===== src/nmof_pkg.sv =====
// Shared constants, types and helpers of the neighbor-mean outlier filter.
// Used by every module of the block; depends on nothing.
package nmof_pkg;

  localparam int MAX_WIDTH   = 1024;
  localparam int MAX_RADIUS  = 7;
  localparam int MAX_HEIGHT  = 4096;
  localparam int STORE_ROWS  = 2 * MAX_RADIUS + 1;
  localparam int STORE_DEPTH = STORE_ROWS * MAX_WIDTH;

  localparam int COL_W    = $clog2(MAX_WIDTH);
  localparam int ROW_W    = $clog2(MAX_HEIGHT);
  localparam int SROW_W   = $clog2(STORE_ROWS);
  localparam int WIDTH_W  = 11;
  localparam int HEIGHT_W = 13;
  localparam int RAD_W    = 3;
  localparam int THR_W    = 9;
  localparam int PIX_W    = 8;
  localparam int ADDR_W   = SROW_W + COL_W;
  localparam int LAG_W    = 13;
  localparam int SUM_W    = 16;
  localparam int CNT_W    = 8;
  localparam int CFG_IDX_W = 2;
  localparam int CFG_DAT_W = 13;

  typedef enum logic [CFG_IDX_W-1:0] {
    REG_WIDTH     = 2'd0,
    REG_HEIGHT    = 2'd1,
    REG_RADIUS    = 2'd2,
    REG_THRESHOLD = 2'd3
  } reg_idx_t;

  typedef struct packed {
    logic [WIDTH_W-1:0]      width;
    logic [HEIGHT_W-1:0]     height;
    logic [RAD_W-1:0]        radius;
    logic signed [THR_W-1:0] threshold;
  } cfg_eff_t;

  typedef struct packed {
    logic [ROW_W-1:0]  row;
    logic [COL_W-1:0]  col;
    logic [SROW_W-1:0] srow;
    logic              last;
  } job_t;

  typedef struct packed {
    logic              en;
    logic [ADDR_W-1:0] addr;
    logic [PIX_W-1:0]  data;
  } wr_t;

  typedef struct packed {
    logic [PIX_W-1:0] pixel;
    logic             replaced;
    logic             last;
  } result_t;

  // Clamp raw width, height and radius values to their usable ranges; the threshold is taken as signed.
  function automatic cfg_eff_t eff_cfg(input logic [WIDTH_W-1:0] w,
                                       input logic [HEIGHT_W-1:0] h,
                                       input logic [RAD_W-1:0] r,
                                       input logic [THR_W-1:0] t);
    cfg_eff_t c;
    if (w == '0) c.width = WIDTH_W'(1);
    else if (w > WIDTH_W'(MAX_WIDTH)) c.width = WIDTH_W'(MAX_WIDTH);
    else c.width = w;
    if (h == '0) c.height = HEIGHT_W'(1);
    else if (h > HEIGHT_W'(MAX_HEIGHT)) c.height = HEIGHT_W'(MAX_HEIGHT);
    else c.height = h;
    if (r == '0) c.radius = RAD_W'(1);
    else if (r > RAD_W'(MAX_RADIUS)) c.radius = RAD_W'(MAX_RADIUS);
    else c.radius = r;
    c.threshold = $signed(t);
    return c;
  endfunction

endpackage


===== src/nmof_front.sv =====
// Front end: takes input transactions, writes the line store, tracks the
// input and output raster positions and issues one window job when due.
// Depends on nmof_pkg.
module nmof_front (
  input  logic                         clk,
  input  logic                         rst_n,
  input  nmof_pkg::cfg_eff_t           cfg,
  input  logic                         cfg_clear,
  input  logic                         push,
  input  logic [nmof_pkg::PIX_W-1:0]   pixel,
  input  logic                         flush,
  input  logic                         back_busy,
  input  logic                         res_full,
  input  logic                         job_take,
  output logic                         full,
  output nmof_pkg::wr_t                wr,
  output nmof_pkg::job_t               job,
  output logic                         job_valid
);
  import nmof_pkg::*;

  logic [COL_W-1:0]  in_col_r, in_col_nxt, out_col_r, out_col_nxt;
  logic [ROW_W:0]    in_row_r, in_row_nxt;
  logic [ROW_W-1:0]  out_row_r, out_row_nxt;
  logic [SROW_W-1:0] in_srow_r, in_srow_nxt, out_srow_r, out_srow_nxt;
  logic              done_r, done_nxt, done_upd;
  logic [LAG_W-1:0]  delta_r, delta_nxt, delta_upd, lag;
  job_t              job_r, job_nxt;
  logic              job_valid_r, job_valid_nxt;
  logic              accept, store, due, in_col_end, out_last;

  // distance between input and output position at which a window is complete
  assign lag = LAG_W'(LAG_W'(cfg.radius) * (LAG_W'(cfg.width) + LAG_W'(1)));

  assign full      = job_valid_r || back_busy || res_full;
  assign accept    = push && !full;
  assign store     = !flush && !done_r;
  assign job       = job_r;
  assign job_valid = job_valid_r;

  always_comb begin
    in_col_nxt    = in_col_r;
    in_row_nxt    = in_row_r;
    in_srow_nxt   = in_srow_r;
    out_col_nxt   = out_col_r;
    out_row_nxt   = out_row_r;
    out_srow_nxt  = out_srow_r;
    job_nxt       = job_r;
    job_valid_nxt = job_valid_r && !job_take;
    delta_upd     = delta_r;
    done_upd      = done_r;
    wr.en         = 1'b0;
    wr.addr       = {in_srow_r, in_col_r};
    wr.data       = pixel;
    in_col_end    = (WIDTH_W'(in_col_r) + WIDTH_W'(1)) == cfg.width;
    out_last      = ((HEIGHT_W'(out_row_r) + HEIGHT_W'(1)) == cfg.height) &&
                    ((WIDTH_W'(out_col_r) + WIDTH_W'(1)) == cfg.width);

    if (accept && store) begin
      wr.en     = 1'b1;
      delta_upd = delta_r + LAG_W'(1);
      if (in_col_end) begin
        in_col_nxt  = '0;
        in_row_nxt  = in_row_r + (ROW_W+1)'(1);
        in_srow_nxt = (in_srow_r == SROW_W'(STORE_ROWS - 1)) ? '0 : in_srow_r + SROW_W'(1);
        if ((in_row_r + (ROW_W+1)'(1)) == cfg.height) done_upd = 1'b1;
      end else begin
        in_col_nxt = in_col_r + COL_W'(1);
      end
    end

    due       = accept && (done_upd || (delta_upd > lag));
    delta_nxt = delta_upd - LAG_W'(due);
    done_nxt  = done_upd;

    if (due) begin
      job_nxt       = '{row: out_row_r, col: out_col_r, srow: out_srow_r, last: out_last};
      job_valid_nxt = 1'b1;
      if (out_last) begin
        in_col_nxt = '0; in_row_nxt = '0; in_srow_nxt = '0;
        out_col_nxt = '0; out_row_nxt = '0; out_srow_nxt = '0;
        done_nxt = 1'b0; delta_nxt = '0;
      end else if ((WIDTH_W'(out_col_r) + WIDTH_W'(1)) == cfg.width) begin
        out_col_nxt  = '0;
        out_row_nxt  = out_row_r + ROW_W'(1);
        out_srow_nxt = (out_srow_r == SROW_W'(STORE_ROWS - 1)) ? '0 : out_srow_r + SROW_W'(1);
      end else begin
        out_col_nxt = out_col_r + COL_W'(1);
      end
    end

    if (cfg_clear) begin
      in_col_nxt = '0; in_row_nxt = '0; in_srow_nxt = '0;
      out_col_nxt = '0; out_row_nxt = '0; out_srow_nxt = '0;
      done_nxt = 1'b0; delta_nxt = '0;
    end
  end

  always_ff @(posedge clk) begin
    if (!rst_n) begin
      in_col_r    <= '0;
      in_row_r    <= '0;
      in_srow_r   <= '0;
      out_col_r   <= '0;
      out_row_r   <= '0;
      out_srow_r  <= '0;
      done_r      <= 1'b0;
      delta_r     <= '0;
      job_valid_r <= 1'b0;
    end else begin
      in_col_r    <= in_col_nxt;
      in_row_r    <= in_row_nxt;
      in_srow_r   <= in_srow_nxt;
      out_col_r   <= out_col_nxt;
      out_row_r   <= out_row_nxt;
      out_srow_r  <= out_srow_nxt;
      done_r      <= done_nxt;
      delta_r     <= delta_nxt;
      job_valid_r <= job_valid_nxt;
    end
    job_r <= job_nxt;
  end

endmodule


===== config.mk =====
export PLATFORM = sky130hd
export DESIGN_NAME = nmof_front
export DESIGN_NICKNAME = d
export VERILOG_FILES = /design/src/nmof_pkg.sv /design/src/nmof_front.sv
export SDC_FILE = /design/constraint.sdc
export NUM_CORES = 1
export LEC_CHECK = 0
export BUFFER_PORTS_ARGS = -buffer_cell sky130_fd_sc_hd__buf_2
export CAP_MARGIN = 20
export CORE_MARGIN = 1.5
export CORE_UTILIZATION = 59
export CTS_CLUSTER_SIZE = 30
export DETAILED_ROUTE_END_ITERATION = 10
export GPL_TIMING_DRIVEN = 0
export HOLD_SLACK_MARGIN = 0.02
export PLACE_DENSITY = 0.81
export SLEW_MARGIN = 10
export SYNTH_ARGS = -nofsm -noshare
export SYNTH_HDL_FRONTEND = slang
export SYNTH_SLANG_ARGS = --single-unit

===== constraint.sdc =====
create_clock -name clk -period 9.35 [get_ports clk]
set_clock_uncertainty 0.1 [all_clocks]
set_input_delay 1.4025 -clock clk [delete_from_list [all_inputs] [get_ports clk]]
set_output_delay 1.4025 -clock clk [all_outputs]
set_load 0.03 [all_outputs]

### After elaboration in Yosys (flattened, before gate mapping)

Cells that the tools add are included.

| word-level totals | value |
|---|---|
| register bits after elaboration | 95 |
| word-level logic and storage cells | 80 |
| input port bits | 52 |

| cells by class | value |
|---|---|
| multipliers | 1 |
| bitwise logic cells | 1 |
| eq/ne operators | 6 |
| add/subtract/negate cells | 12 |
| mux-type cells | 30 |
| $lt $le $gt $ge | 1 |
| reductions and logical operators | 16 |

Operators with widths:

| operator | number |
|---|---|
| 13-bit two-way mux | 7 |
| 10-bit two-way mux | 6 |
| 4-bit two-way mux | 8 |
| 13-bit by 1-bit adder with 13-bit output (second input constant) | 2 |
| 13-bit == test | 2 |
| 12-bit two-way mux | 2 |
| 10-bit by 1-bit adder with 11-bit output (second input constant) | 2 |
| 11-bit == test | 2 |
| 10-bit by 1-bit adder with 10-bit output (second input constant) | 2 |
| 12-bit by 1-bit adder with 13-bit output (second input constant) | 1 |
| 13-bit > comparator | 1 |
| 3-bit by 12-bit multiplier with 13-bit output | 1 |
| 13-bit by 1-bit subtractor with 13-bit output | 1 |
| 11-bit by 1-bit adder with 12-bit output (second input constant) | 1 |
| 12-bit by 1-bit adder with 12-bit output (second input constant) | 1 |
| 4-bit by 1-bit adder with 4-bit output (second input constant) | 2 |
| 4-bit == test (second input constant) | 2 |
| 1-bit two-way mux | 7 |
| 1-bit logical AND | 6 |
| 1-bit logical NOT | 4 |
| 1-bit logical OR | 3 |
| 2-bit AND reduction | 1 |
| 2-bit nonzero test | 1 |
| 2-bit OR reduction | 1 |
| 1-bit NOT | 1 |

### Depth between registers and ports, before layout

| depth | value |
|---|---|
| word-level depth | 12 |
| mapped depth | 33 |
| depth with buffers taken out | 31 |

### Worst setup path after synthesis

No wires, ideal clock.

| timing | value |
|---|---|
| path kind | input to register |
| start point | input port cfg[27] in the netlist's numbering |
| end point | register delta_r[12] |
| required time | 9.133 ns |
| path slack | 1.572 ns |
| path buffers | 3 |
| arrival | 7.561 ns |
| library setup time | 0.117 ns |
| stages | 31 |
| path through | clkbuf_1 -> nand3_1 -> xnor2_1 -> nand2_1 -> fa_1 -> inv_1 -> ha_1 -> a21o_1 -> a21oi_1 -> o21bai_1 -> a21oi_1 -> o21bai_1 -> a21oi_1 -> nor4b_1 -> nor3_1 -> ha_1 -> o21a_1 -> o32ai_1 -> a211o_1 -> a21oi_1 -> a21oi_1 -> clkbuf_1 -> buf_2 -> inv_1 -> ha_1 -> nand3_1 -> nor4_1 -> nand3b_1 -> nor3_1 -> xnor2_1 -> nor2_1 |

| on the way | value |
|---|---|
| longest elaborated chain between the ends | 8 |
| elaborated cells on any way between the ends | 13 |
| those cells by class | 2 x add/sub; 1 x mul; 1 x order compare; 2 x eq/ne; 4 x mux; 3 x reduce/logical |

RTL lines:

| element | RTL line | source |
|---|---|---|
| start: declaration | nmof_front.sv:7 | `input nmof_pkg::cfg_eff_t cfg,` |
| 11-bit by 1-bit adder with 12-bit output or 11-bit == test (tied branches) | nmof_front.sv:33, nmof_front.sv:55 |  |
| 3-bit by 12-bit multiplier with 13-bit output or 1-bit two-way mux (tied branches) | nmof_front.sv:33, nmof_front.sv:62 |  |
| 13-bit > comparator or 1-bit two-way mux (tied branches) | nmof_front.sv:72, nmof_front.sv:59 |  |
| 1-bit logical OR | nmof_front.sv:72 | `due = accept && (done_upd \|\| (delta_upd > lag));` |
| 1-bit logical AND | nmof_front.sv:72 |  |
| 13-bit by 1-bit subtractor with 13-bit output | nmof_front.sv:73 | `delta_nxt = delta_upd - LAG_W'(due);` |
| 13-bit two-way mux | nmof_front.sv:79 | `if (out_last) begin` |
| 13-bit two-way mux (*) | nmof_front.sv:76 | `if (due) begin` |
| end signal: assignment | nmof_front.sv:118 | `delta_r <= delta_nxt;` |
| end: declaration | nmof_front.sv:27 | `logic [LAG_W-1:0] delta_r, delta_nxt, delta_upd, lag;` |

Every way passes the cells marked *; elsewhere a longest branch is shown, timed or not.
A chain may end at the register's enable or synchronous reset.

### Worst setup path after layout

Same ends and word-level chain as after synthesis.

==> flow_summary_export.csv <==
group,metric,value,unit
placement,gp_congestion,0.909,
timing,slew_violations,0,
setup_path,slowest_stage,"a2111oi_0",
placement,dpl.hpwl,13900,µm
timing,max_freq,119,MHz
timing,tightest_slew,0.982,ns
global_routing,grt_max_degree,30,
timing,finalSetupTns,0,ns
cells_and_area,nets,1083,
cells_and_area,seq_area,2170,µm²
routing,drt_iter0_markers,547,
hold_path,hold_depth,0,
setup_path,reg2regPathDepth,21,
global_routing,gr-total-overflow,0,
timing,period_share,89.8,%
clock_network,clk_latency,0.35,ns
clock_network,numCtsBuffers,9,
clock_network,cts.path.max_buffers,2,
global_routing,grt_pass1_wl,30300,µm
die,die_area,13100,µm²
routing,drc,0,
status,status,"completed",
global_routing,grt_pass1_vias,6115,
synth,synthTopCellsByCount,"89 x nand2_1, 68 x dfxtp_1, 67 x nor2_1, 66 x xnor2_1, 52 x a21oi_1",
synth,synth.distinct_cells,75,
die,fp-row-count,40,
routing,vias_per_cell,5.98,
synth,yosys-top-cells-area,"dfxtp_1 19%, edfxtp_1 11%, xnor2_1 7.9%",
power,p_per_area,119,nW/µm²
routing,routed_wl,18900,µm
timing,hold_violations,0,
timing,whs,0.327,ns
cells_and_area,multi_input_area,4690,µm²
global_routing,grt_use_total,29.2,%
global_routing,antenna_found_initial,0,
timing,relSlewSlack,34.3,%
clock_network,h-tree-depth,3,
setup_path,cp_max_fo,10,
routing,drt_first_pass_iters,5,
setup_path,startpoint_type,"input pin",
synth,postSynthAreaPerCell,8.17,µm²
die,io_pins,104,
clock_network,root_buffer,"clkbuf_16",
synth,synth_most_common_cell,"nand2_1",
synth,synth_edf_count,27,
die,core,12100,µm²
synth,async_flop_share,0,%
die,fp.dieH,114,µm
routing,num_vias,6941,
clock_network,clock-sinks,95,
cells_and_area,antenna_cells,0,
timing,post-route-min-period,8.40,ns
power,leakage,0.00312,µW
die,die_x,114,µm
cells_and_area,drive_above_1_share,13.1,%
synth,syn_nets,993,
cells_and_area,area_growth,13.0,%
setup_path,critical_path_class,"in -> reg",
timing,setup_violations,0,
clock_network,cts_tree,"built",
synth,synth-main-ff-cell,"dfxtp_1",
clock_network,post_cts_buffers,0,
setup_path,cp-end-kind,"register",
synth,ys_ff_latch,95,
placement,portBuffers,78,
synth,ys_warn_count,0,
power,ir_drop,0.103,mV
routing,wl_per_cell,16.3,µm
timing,rsz0062_at_grt,"no",
setup_path,max_stage_delay,0.52,ns
run,max_cap_viol_count,0,
cells_and_area,final.fill_count,1010,
clock_network,cts_hold_buf,0,
synth,seq_area_frac_synth,29.6,%
setup_path,worstPathArrival,8.53,ns
routing,ant_nets,0,
die,initial_core_util,60.8,%
hold_path,min_path_type,"reg -> reg",
synth,synthCells,897,
clock_network,clk_pin_slew,0.07,ns
synth,synth_largest_area_cell,"dfxtp_1",
synth,synth.top_cell.area_share,18.6,%
synth,synth_area,7330,µm²
setup_path,crit_required,9.48,ns
clock_network,cts.repair.resized,0,
==> critical path, delay by kind of cell <==
kind / cells / cell delay (ns)
adders and majority gates: 5 / 1.54
buffers and inverters: 8 / 1.67
and+or+nand+nor: 7 / 0.87
xor gates and xnor gates: 3 / 0.66
AOI/OAI and AO/OA: 11 / 2.38
==> cell type report <==
type / instances / area share, %
Clock buffer: 10 / 2.76
Buffer: 61 / 3.40
Inverter: 49 / 2.22
Sequential cell: 95 / 26.2
Timing Repair Buffer: 79 / 5.05
Clock inverter: 6 / 1.13
Tap cell: 168 / 2.54
Multi-Input combinational cell: 692 / 56.7
==> state kept, by name, summed over array words and instances (netlist names) <==
register,count
in_row_r,13
out_col_r,10
out_srow_r,4
in_srow_r,4
done_r,1
out_row_r,12
job,27
delta_r,13
in_col_r,10
job_valid,1
==> metrics by stage <==
stage | util, % | worst slack [ns] | std cells | area (µm²) | power, µW
after floorplan | - | 1.57 | 897 | 7330 | 546
after global placement | 65.8 | 0.291 | 1143 | 7930 | 583
after detailed placement | 65.8 | 0.215 | 1143 | 7930 | 587
after CTS | 68.4 | 0.535 | 1159 | 8260 | 985
after global routing | 68.7 | 0.279 | 1160 | 8280 | 1020
final | 68.7 | 0.950 | 1160 | 8280 | 984
==> path summary, 6_finish.rpt <==
| path | startpoint | endpoint | slack (ns) |
|---|---|---|---|
| setup / recovery | cfg[27] | delta_r[12] | 0.95 |
| hold / removal | out_row_r[10] | job[25] | 0.33 |
| setup reg to reg | job_valid | delta_r[12] | 2.69 |
| hold reg to reg | out_row_r[10] | job[25] | 0.33 |
==> per-layer routing <==
| metal | global-route usage (%) | vias up | share of wire [%] |
|---|---|---|---|
| li1 | - | 3377 | - |
| met1 | 40.3 | 3205 | 45 |
| met2 | 46.4 | 326 | 45 |
| met3 | 5.08 | 33 | 8.1 |
| met4 | 9.75 | 0 | 2.1 |
| met5 | 0 | - | 0 |
==> cells in the final DEF, fill, tap and decap left out, types with 5 or more instances in the layout <==
cell type / synthesis / routed
nand3b_1: 7 / 7
a32o_1: 10 / 10
or3_1: 15 / 15
buf_4: 8 / 8
o22ai_1: 9 / 9
nand2_1: 89 / 89
nor4_1: 7 / 7
a211oi_1: 5 / 5
nor2_1: 67 / 67
edfxtp_1: 27 / 27
dfxtp_1: 68 / 68
clkbuf_1: 38 / 39
a21oi_1: 52 / 52
inv_1: 49 / 49
a21o_1: 7 / 7
nor2b_1: 13 / 13
nand4b_1: 5 / 5
and4_1: 7 / 7
xnor2_1: 66 / 66
ha_1: 33 / 33
nand3_1: 40 / 40
clkbuf_16: 0 / 9
a31oi_1: 8 / 8
nor3_1: 26 / 26
and2_1: 10 / 10
or4_1: 10 / 10
buf_2: 12 / 90
nand2b_1: 13 / 13
a211o_1: 9 / 9
fa_1: 11 / 11
nand4_1: 21 / 21
o21ai_0: 30 / 30
xor2_1: 35 / 35
and3_1: 12 / 12
==> kinds of logic (layout without fill, tap and decap cells) <==
logic type | count (synthesis) | after routing | synth area share, %
and+or+nand+nor | 368 | 368 | 26.9
buffers and inverters | 110 | 205 | 6.35
xor gates and xnor gates | 101 | 101 | 12.1
DFF | 95 | 95 | 29.6
muxes | 2 | 2 | 0.273
adders and majority gates | 44 | 44 | 8.63
AOI/OAI and AO/OA | 177 | 177 | 16.2
==> power breakdown <==
group	switching (µW)	total [µW]	internal [µW]
Combinational	94.7	159	64.5
Sequential	0.270	421	421
Clock	167	404	237
No activity file was read; power rests on OpenSTA's default activity.
