<file path="config.mk">
export PLATFORM = sky130hd
export DESIGN_NAME = nmof_rfifo
export DESIGN_NICKNAME = d
export VERILOG_FILES = /design/src/nmof_pkg.sv /design/src/nmof_rfifo.sv
export SDC_FILE = /design/constraint.sdc
export NUM_CORES = 1
export LEC_CHECK = 0
export CORE_MARGIN = 1
export CORE_UTILIZATION = 50
export DETAILED_ROUTE_END_ITERATION = 10
export DONT_BUFFER_PORTS = 1
export HOLD_SLACK_MARGIN = 0.08
export SLEW_MARGIN = 20
export SYNTH_ARGS = -nofsm -noshare
export SYNTH_HDL_FRONTEND = slang
export SYNTH_SLANG_ARGS = --single-unit
</file>
<file path="constraint.sdc">
create_clock -name clk -period 2.8 [get_ports clk]
set_input_delay 0.14 -clock clk [delete_from_list [all_inputs] [get_ports clk]]
set_output_delay 0.14 -clock clk [all_outputs]
set_load 0.02 [all_outputs]
</file>
<file path="src/nmof_pkg.sv">
// Shared constants, types and helpers of the neighbor-mean outlier filter.
// Used by every module of the block; depends on nothing.
package nmof_pkg;

  localparam int MAX_WIDTH   = 1024;
  localparam int MAX_RADIUS  = 7;
  localparam int MAX_HEIGHT  = 4096;
  localparam int STORE_ROWS  = 2 * MAX_RADIUS + 1;
  localparam int STORE_DEPTH = STORE_ROWS * MAX_WIDTH;

  localparam int COL_W    = $clog2(MAX_WIDTH);
  localparam int ROW_W    = $clog2(MAX_HEIGHT);
  localparam int SROW_W   = $clog2(STORE_ROWS);
  localparam int WIDTH_W  = 11;
  localparam int HEIGHT_W = 13;
  localparam int RAD_W    = 3;
  localparam int THR_W    = 9;
  localparam int PIX_W    = 8;
  localparam int ADDR_W   = SROW_W + COL_W;
  localparam int LAG_W    = 13;
  localparam int SUM_W    = 16;
  localparam int CNT_W    = 8;
  localparam int CFG_IDX_W = 2;
  localparam int CFG_DAT_W = 13;

  typedef enum logic [CFG_IDX_W-1:0] {
    REG_WIDTH     = 2'd0,
    REG_HEIGHT    = 2'd1,
    REG_RADIUS    = 2'd2,
    REG_THRESHOLD = 2'd3
  } reg_idx_t;

  typedef struct packed {
    logic [WIDTH_W-1:0]      width;
    logic [HEIGHT_W-1:0]     height;
    logic [RAD_W-1:0]        radius;
    logic signed [THR_W-1:0] threshold;
  } cfg_eff_t;

  typedef struct packed {
    logic [ROW_W-1:0]  row;
    logic [COL_W-1:0]  col;
    logic [SROW_W-1:0] srow;
    logic              last;
  } job_t;

  typedef struct packed {
    logic              en;
    logic [ADDR_W-1:0] addr;
    logic [PIX_W-1:0]  data;
  } wr_t;

  typedef struct packed {
    logic [PIX_W-1:0] pixel;
    logic             replaced;
    logic             last;
  } result_t;

  // Clamp raw width, height and radius values to their usable ranges; the threshold is taken as signed.
  function automatic cfg_eff_t eff_cfg(input logic [WIDTH_W-1:0] w,
                                       input logic [HEIGHT_W-1:0] h,
                                       input logic [RAD_W-1:0] r,
                                       input logic [THR_W-1:0] t);
    cfg_eff_t c;
    if (w == '0) c.width = WIDTH_W'(1);
    else if (w > WIDTH_W'(MAX_WIDTH)) c.width = WIDTH_W'(MAX_WIDTH);
    else c.width = w;
    if (h == '0) c.height = HEIGHT_W'(1);
    else if (h > HEIGHT_W'(MAX_HEIGHT)) c.height = HEIGHT_W'(MAX_HEIGHT);
    else c.height = h;
    if (r == '0) c.radius = RAD_W'(1);
    else if (r > RAD_W'(MAX_RADIUS)) c.radius = RAD_W'(MAX_RADIUS);
    else c.radius = r;
    c.threshold = $signed(t);
    return c;
  endfunction

endpackage

</file>
<file path="src/nmof_rfifo.sv">
// Two-entry result queue in front of the output port.
// Depends on nmof_pkg for the result type.
module nmof_rfifo (
  input  logic              clk,
  input  logic              rst_n,
  input  logic              push,
  input  nmof_pkg::result_t din,
  input  logic              pop,
  output nmof_pkg::result_t dout,
  output logic              empty,
  output logic              full
);
  import nmof_pkg::*;

  result_t    ent_r [2];
  logic       wptr_r, rptr_r;
  logic [1:0] cnt_r;
  logic       do_push, do_pop;

  assign empty   = (cnt_r == 2'd0);
  assign full    = (cnt_r == 2'd2);
  assign do_push = push && !full;
  assign do_pop  = pop && !empty;
  assign dout    = ent_r[rptr_r];

  always_ff @(posedge clk) begin
    if (!rst_n) begin
      wptr_r <= 1'b0;
      rptr_r <= 1'b0;
      cnt_r  <= 2'd0;
    end else begin
      if (do_push) begin
        ent_r[wptr_r] <= din;
        wptr_r        <= ~wptr_r;
      end
      if (do_pop) rptr_r <= ~rptr_r;
      cnt_r <= cnt_r + 2'(do_push) - 2'(do_pop);
    end
  end

endmodule

</file>
# --- Word level (Yosys, flattened, before mapping) ---
# Memories as Yosys holds them, arrays and structs flattened. A register that Yosys moved wholly into a read port is not among the register bits.
# Cells that the tools add are included.
# W data, S select, Z words.
totals:
  in_bits: 14
  reg_bits: 4
  memories: 1
  ram_bits: 20
classes:
  addsub: 2
  muxes: 5
  eq_ne: 1
  n_reduce_logical: 5
  n_bitwise: 2
mem_list:
  columns: ["name", "depth", "word_bits", "rd", "rd_clocked_by_memory_dff", "wr", "line_no", "source"]
  rows:
  - ["ent_r", 2, 10, 1, 1, 1, "nmof_rfifo.sv:15", "result_t ent_r [2];"]
ops:
  columns: ["operator", "count"]
  rows:
  - ["$mux W1", 5]
  - ["$add A2 B1 Y2", 1]
  - ["$eq A2 B2 Y1 const B", 1]
  - ["$logic_and A1 B1 Y1", 2]
  - ["$logic_not A1 Y1", 2]
  - ["$logic_not A2 Y1", 1]
  - ["$not A1 Y1", 2]
  - ["$sub A2 B1 Y2", 1]

# --- Depth between registers and ports, before layout ---
# Gate-level depths: netlist (run 1).
logic_depth:
  depth_word: 6
  ltp_mapped: 9
  ltp_nobuf: 9

# --- Least setup slack after synthesis (run 1) ---
# No wires, ideal clock.
synth_timing:
  path_kind: "reg-to-reg"
  start: "register cnt_r[0]"
  end: "register cnt_r[1]"
  t_arrival_ns: 1.502
  path_buffers: 0
  path_slack_ns: 1.183
  required_ns: 2.685
  setup_ns: 0.115
  period_less_slack_ns: 1.617
  stages_incl_launch_ff: 10
  path_cell_list: "dfxtp_1 nand2b_1 and2_4 inv_1 ha_1 inv_1 ha_1 xnor2_1 xnor2_1 and2_1"
synth_via:
  elab_chain_cells: 5
  elab_cells_between_ends: 8
synth_lines:
  columns: ["item", "line_no", "source"]
  rows:
  - ["start, declared", "nmof_rfifo.sv:17", "logic [1:0] cnt_r;"]
  - ["start signal, assigned", "nmof_rfifo.sv:37", "cnt_r <= cnt_r + 2'(do_push) - 2'(do_pop);"]
  - ["$eq A2 B2 Y1", "nmof_rfifo.sv:21", "assign full = (cnt_r == 2'd2);"]
  - ["$logic_not A1 Y1", "nmof_rfifo.sv:22", "assign do_push = push && !full;"]
  - ["$logic_and A1 B1 Y1", "nmof_rfifo.sv:22", null]
  - ["$add A2 B1 Y2", "nmof_rfifo.sv:37", null]
  - ["$sub A2 B1 Y2 (*)", "nmof_rfifo.sv:37", null]
# Mark *: on every way between the ends. The rest lies on a longest branch, timed or not.
# A chain may end at the register's enable or synchronous reset.

# --- Final worst setup path (run 1) ---
# Same ends and word-level chain as after synthesis.

==> results of run 1 <==
power by group through the flow:
| stage | clock [mW] | sequential, mW | combinational (mW) |
|---|---|---|---|
| after floorplan | 0 | 0.475 | 0.223 |
| after global placement | 0 | 0.494 | 0.221 |
| after detailed placement | 0 | 0.501 | 0.236 |
| after CTS | 0.152 | 0.493 | 0.253 |
| after global routing | 0.169 | 0.496 | 0.270 |
| final | 0.149 | 0.491 | 0.251 |
cells by family after synthesis:
kind of cell,share of synthesized area (%)
and+or+nand+nor,6.53
muxes,11.7
xor gates and xnor gates,2.74
buffers and inverters,1.70
AOI/OAI and AO/OA,1.57
DFF,73.1
adders and majority gates,2.61
path summary, 6_finish.rpt:
check | cells past startpoint | endpoint | slack [ns]
setup / recovery | 9 | cnt_r[1] | 1.04
hold / removal | 3 | register | 0.19
setup reg to reg | 9 | cnt_r[1] | 1.04
hold reg to reg | 2 | wptr_r | 0.55
cells in the mapped netlist:
cell      number  area share, %
dfxtp_1        5             10
and2_4         1           0.91
and3_1         1           0.65
o22ai_1        1           0.65
edfxtp_1      20             63
buf_2          1           0.52
nor2b_1        2            1.3
o21a_2         1           0.91
mux2_2        10             12
xnor2_1        3            2.7
nand2_1        1           0.39
and2_1         2            1.3
ha_1           2            2.6
inv_1          3            1.2
nand3_1        1           0.52
nand2b_1       1           0.65
nor2_1         2           0.78
cell type report:
| cell class | count | area [um^2] |
|---|---|---|
| well taps | 25 | 31.3 |
| fillers | 133 | 633 |
| flip-flops and latches | 25 | 701 |
| inverters | 3 | 11.3 |
| repair buffers | 12 | 120 |
| multi-input cells | 28 | 241 |
| clock buffers | 4 | 26.3 |
metal layers:
metal	vias up	track usage (%)
met1	239	15.4
met4	0	8.82
met2	19	29.1
li1	238	-
met5	-	0
met3	2	4.76
stage by stage:
| stage | std cells | cell area, um^2 | setup WS (ns) |
|---|---|---|---|
| floorplan | 57 | 958 | 1.18 |
| global placement | 81 | 985 | 1.16 |
| detailed placement | 81 | 985 | 1.06 |
| CTS | 97 | 1130 | 1.03 |
| global route | 97 | 1130 | 0.961 |
| finish | 97 | 1130 | 1.04 |
sequential cells by signal (all words and copies together), names as in the netlist, named ones only:
register  flops
rptr_r        1
wptr_r        1
cnt_r         2
ent_r        20
worst max-delay path, delay by kind of cell (launching register included):
kind,cells,cell delay (ns)
flip-flops,1,0.40
AND/OR/NAND/NOR,3,0.49
buffers and inverters,2,0.08
XOR/XNOR,2,0.27
adder cells (fa/ha/maj),2,0.45
timing repair:
action	CTS	global route
endpoints found under the hold margin	25	0
hold buffers	12	0
endpoints found under the setup margin	0	0
buffers inserted	0	0
==> flow_summary.json, run 1 <==
{
  "clk_latency_ns": 0.30,
  "worst_path_max_delay_cell": "dfxtp_1",
  "seq_area_frac_synth_pct": 73.1,
  "report.final.slew_viol_count": 0,
  "synth.distinct_cells": 17,
  "cp_max_fo": 4,
  "crit_path_cell_trace": "nand2b_1 > and2_4 > inv_1 > ha_1 > inv_1 > ha_1 > xnor2_1 > xnor2_1 > and2_1",
  "min_from": "pop",
  "p_switching_mw": 0.276,
  "drt-met1-wl_um": 550,
  "fin_util_pct": 64.1,
  "layout_min_cycle_time_ns": 1.76,
  "drt_wl_total_um": 1510,
  "seq_power_share_pct": 55.1,
  "root_buffer": "clkbuf_4",
  "ys_warn_count": 0,
  "grt_overflow": 0,
  "antenna_found_initial": 0,
  "dieArea_mm2": 0.00210,
  "skew_ns": 0.00856,
  "clkPwrFrac_pct": 16.7,
  "grt_pass1_wl_um": 2130,
  "avgSynthCellArea_um2": 16.8,
  "ant_nets": 0,
  "syn_area_um2": 958,
  "wl_met3_um": 62,
  "post_drt_via_cell_ratio": 5.13,
  "wl_met2_um": 882,
  "ioPinCount": 26,
  "cts_buffers": 3,
  "dr.pass1.iters": 4,
  "htree_num_levels": 1,
  "cts.clk_slew.worst_paths_ns": 0.12,
  "max_freq_mhz": 567,
  "setup_viol": 0,
  "grt_max_degree": 14,
  "vias": 498,
  "leakage_nw": 0.400,
  "p_per_area_mw_per_mm2": 788,
  "grt_pass1_vias": 500,
  "worst_path_largest_cell_delay_ns": 0.40,
  "worstMarginPinSlew_ns": 0.840,
  "fp.dieH_um": 45.8,
  "hold_viol": 0,
  "clock_sinks": 25,
  "endpoint_kind": "register",
  "drc": 0,
  "clk_path_buf_depth": 2,
  "area_growth_syn_to_layout_pct": 18.0,
  "cts_tree": "done",
  "switching_share_pct": 31.0,
  "highest_layer": "met4",
  "peakVddDrop_v": 0.000465,
  "status": "finished, final reports clean",
  "rsz0062_at_grt": "no",
  "cp.required_ns": 3.01,
  "yosys_register_bits": 25,
  "coreArea_mm2": 0.00176,
  "n_antenna_cell": 0,
  "rows": 15,
  "synthCells": 57,
  "final.setup.tns_ns": 0,
  "syn-num-nets": 73,
  "cap_violations": 0,
  "combPwrFrac_pct": 28.2,
  "final_common_cell": "edfxtp_1",
  "arrival_ns": 1.97,
  "grtUsageTotal_pct": 15.8,
  "cts_resized": 0,
  "wl_per_cell_um": 15.6,
  "hold-worst-slack_ns": 0.189,
  "io_buffers": 0,
  "path_class": "reg -> reg",
  "r2r-start": "cnt_r[0]",
  "fin_crit_sh_pct": 63.0,
  "relSlewSlack_pct": 43.8,
  "die_w_um": 45.8,
  "layout_common_cells": "edfxtp_1, dlygate4sd3_1, mux2_2",
  "p_total_mw": 0.891,
  "drtIter0Drc": 8,
  "nets": 89,
  "gp_congestion": 0.577,
  "layout-drive-gt1-share_pct": 20.8,
  "p_int_mw": 0.615,
  "start_kind": "register",
  "hp-class": "in -> reg",
  "crit_start": "cnt_r[0]",
  "start_util_pct": 54.3
}
Note: power is estimated with default switching activity, not from simulation.
==> inputs of run 2 (changes only) <==
--- a/config.mk
+++ b/config.mk
@@ -5,11 +5,13 @@
 export SDC_FILE = /design/constraint.sdc
 export NUM_CORES = 1
 export LEC_CHECK = 0
+export ABC_AREA = 1
 export CORE_MARGIN = 1
 export CORE_UTILIZATION = 50
 export DETAILED_ROUTE_END_ITERATION = 10
 export DONT_BUFFER_PORTS = 1
 export HOLD_SLACK_MARGIN = 0.08
+export PLACE_DENSITY = 0.68
 export SLEW_MARGIN = 20
 export SYNTH_ARGS = -nofsm -noshare
 export SYNTH_HDL_FRONTEND = slang
==> constraint.sdc (replaced) <==
create_clock -name clk -period 1.6 [get_ports clk]
set_input_delay 0.08 -clock clk [delete_from_list [all_inputs] [get_ports clk]]
set_output_delay 0.08 -clock clk [all_outputs]
set_load 0.02 [all_outputs]
==> flow_summary.json, run 2 <==
{
  "violations": "DRC",
  "report.final.slew_viol_count": 0,
  "multi_input_area_um2": 285,
  "worstMarginPinSlew_ns": 0.398,
  "ant_nets": 0,
  "dp_slack_ns": 0.136,
  "synth_top_cell_by_area": "edfxtp_1",
  "n_antenna_cell": 0,
  "synth.most_common_cell": "edfxtp_1",
  "ys_warn_count": 0,
  "coreArea_mm2": 0.00196,
  "layout-drive-gt1-share_pct": 27.5,
  "die_w_um": 47.5,
  "top_register": "ent_r",
  "synthTopCellsByArea": "edfxtp_1, mux2_4, dfxtp_1",
  "clk_path_buf_depth": 2,
  "final_common_cell": "edfxtp_1",
  "final_area_mm2": 0.00125,
  "root_buffer": "clkbuf_4",
  "r2r-start": "cnt_r[1]",
  "yosys_register_bits": 25,
  "post_drt_via_cell_ratio": 4.75,
  "met1_usage_pct": 16.4,
  "clock_sinks": 25,
  "relSlewSlack_pct": 73.4,
  "rows": 16,
  "syn_area_mm2": 0.00103,
  "vias": 560,
  "dieArea_mm2": 0.00226,
  "gp_congestion": 0.561,
  "worst_slack_ns": 0.142,
  "start_util_pct": 52.7,
  "antenna_found_initial": 0,
  "largestRegisters": "ent_r: 20 flops, cnt_r: 2 flops",
  "drt_wl_total_um": 1560,
  "place_area_mm2": 0.00109,
  "crit_end": "cnt_r[1]",
  "p_per_area_mw_per_mm2": 1400,
  "peakVddDrop_v": 0.000821,
  "hpwlAfterDp_um": 1040,
  "synth_edf_count": 20,
  "final.setup.tns_ns": 0,
  "cp.required_ns": 1.82,
  "leakage_nw": 0.497,
  "grt_pass1_wl_um": 2310,
  "skew_ns": 0.00786,
  "wl_per_cell_um": 13.2,
  "regArea_um2": 703,
  "drtIter0Drc": 5,
  "fin_crit_sh_pct": 91.1,
  "start_kind": "register",
  "busiest_layer": "met2",
  "area_growth_syn_to_layout_pct": 20.4,
  "cp_max_fo": 2,
  "grt_max_degree": 14,
  "synthCells": 71,
  "grt_overflow": 0,
  "ioPinCount": 26,
  "syn-num-nets": 87,
  "synth.distinct_cells": 14,
  "rrSetupSlack_ns": 0.14,
  "io_buffers": 0,
  "hold_viol": 0,
  "seq_area_frac_synth_pct": 67.7,
  "r2r_end": "cnt_r[1]",
  "reg2reg_depth": 9,
  "use_met2_pct": 30.1,
  "nets": 108,
  "rsz0062_at_grt": "no",
  "min_from": "push",
  "worst_path_largest_cell_delay_ns": 0.36,
  "status": "finished, violations left",
  "setup_viol": 0,
  "synth_top_area_share_pct": 58.0,
  "grt_pass1_vias": 542,
  "cts_buffers": 3,
  "drc": 1,
  "avgSynthCellArea_um2": 14.6,
  "endpoint_kind": "register",
  "largest_reg_flops": 20,
  "use_met3_pct": 3.40,
  "arrival_ns": 1.67,
  "crit_path_cell_trace": "nor2_2 > nor2_4 > ha_1 > inv_1 > ha_1 > inv_1 > nand2_1 > a21oi_1 > nor2_1",
  "layout_min_cycle_time_ns": 1.46,
  "grtUsageTotal_pct": 16.3,
  "cts.clk_slew.worst_paths_ns": 0.12,
  "hp-class": "in -> reg",
  "htree_num_levels": 1,
  "cap_violations": 0,
  "p_total_mw": 1.74,
  "max_freq_mhz": 686,
  "fill_cells": 172,
  "ys_async_sr_fraction_pct": 0,
  "clk_latency_ns": 0.31,
  "ys_top_cells_by_count": "edfxtp_1, mux2_4, inv_1",
  "worst_path_max_delay_cell": "dfxtp_2",
  "path_class": "reg -> reg",
  "cts_tree": "done",
  "hold-worst-slack_ns": 0.253,
  "layout_common_cells": "edfxtp_1, dlygate4sd3_1, mux2_4",
  "ys.flop_type": "edfxtp_1",
  "dr.pass1.iters": 7,
  "fp.dieH_um": 47.5,
  "crit_start": "cnt_r[1]"
}
==> run 2: cell types whose count changed after synthesis, sizes merged, moves of 2 or more <==
cell | previous run | this run
and2 | 3 | 0
nor2 | 2 | 10
xnor2 | 3 | 0
nor2b | 2 | 0
o21ai | 0 | 2
nand2 | 1 | 8
inv | 3 | 10
==> run 2: critical path: cells and delay by family, from the launching register on <==
family / cells / cell delay, ns
compound gates: 1 / 0.14
fa+ha+maj: 2 / 0.44
buf+inv: 2 / 0.09
flops: 1 / 0.36
simple gates: 4 / 0.34
==> run 2: metrics by stage <==
step	std cells	util, %
after floorplan	71	-
after global placement	101	55.4
after detailed placement	101	55.4
after CTS	118	63.4
after global routing	118	63.5
final	118	63.5
==> run 2: worst min path at each step <==
stage             endpoint  slack (ns)  cells past startpoint
2_1_floorplan     cnt_r[0]        0.17                      2
3_3_place_gp      cnt_r[0]        0.18                      2
3_5_place_dp   ent_r[0][4]        0.18                      0
4_1_cts        ent_r[1][7]        0.26                      3
5_1_grt        ent_r[1][7]        0.26                      3
6_report       ent_r[1][7]        0.25                      3
==> run 2: metal layers <==
metal  up-vias  share of wire, %
met5         -                 0
met4         0               2.4
met3         4               4.3
met2        17                55
met1       259                38
li1        280                 -
==> run 2: repair_timing <==
| item | 4_1_cts | 5_1_grt |
|---|---|---|
| hold buffers | 13 | 0 |
| endpoints found under the hold margin | 25 | 0 |
| setup endpoints to repair | 0 | 1 |
| setup buffers | 0 | 0 |
| gates resized for setup | 0 | 2 |
==> run 2: logic make-up (layout without fill, tap and decap cells) <==
logic type      after synthesis  count (layout)  synth area share (%)
buf+inv                      11              31                  4.72
flops                        25              25                  67.7
fa+ha+maj                     2               2                  2.42
compound gates                3               3                  1.45
mux                          10              10                  14.5
simple gates                 20              20                  9.19
==> run 2: report_power, final <==
part | internal, mW | switching (mW) | leakage, nW
logic | 0.266 | 0.356 | 0.257
registers | 0.804 | 0.0545 | 0.225
clock network | 0.0972 | 0.166 | 0.0150
==> run 2: layout make-up <==
cell class                      instances  share of cell area [%]
Tap cell                               27                    2.71
Clock buffer                            4                    2.11
Inverter                               10                    3.01
Multi-Input combinational cell         35                    22.9
Timing Repair Buffer                   17                    12.9
Sequential cell                        25                    56.4
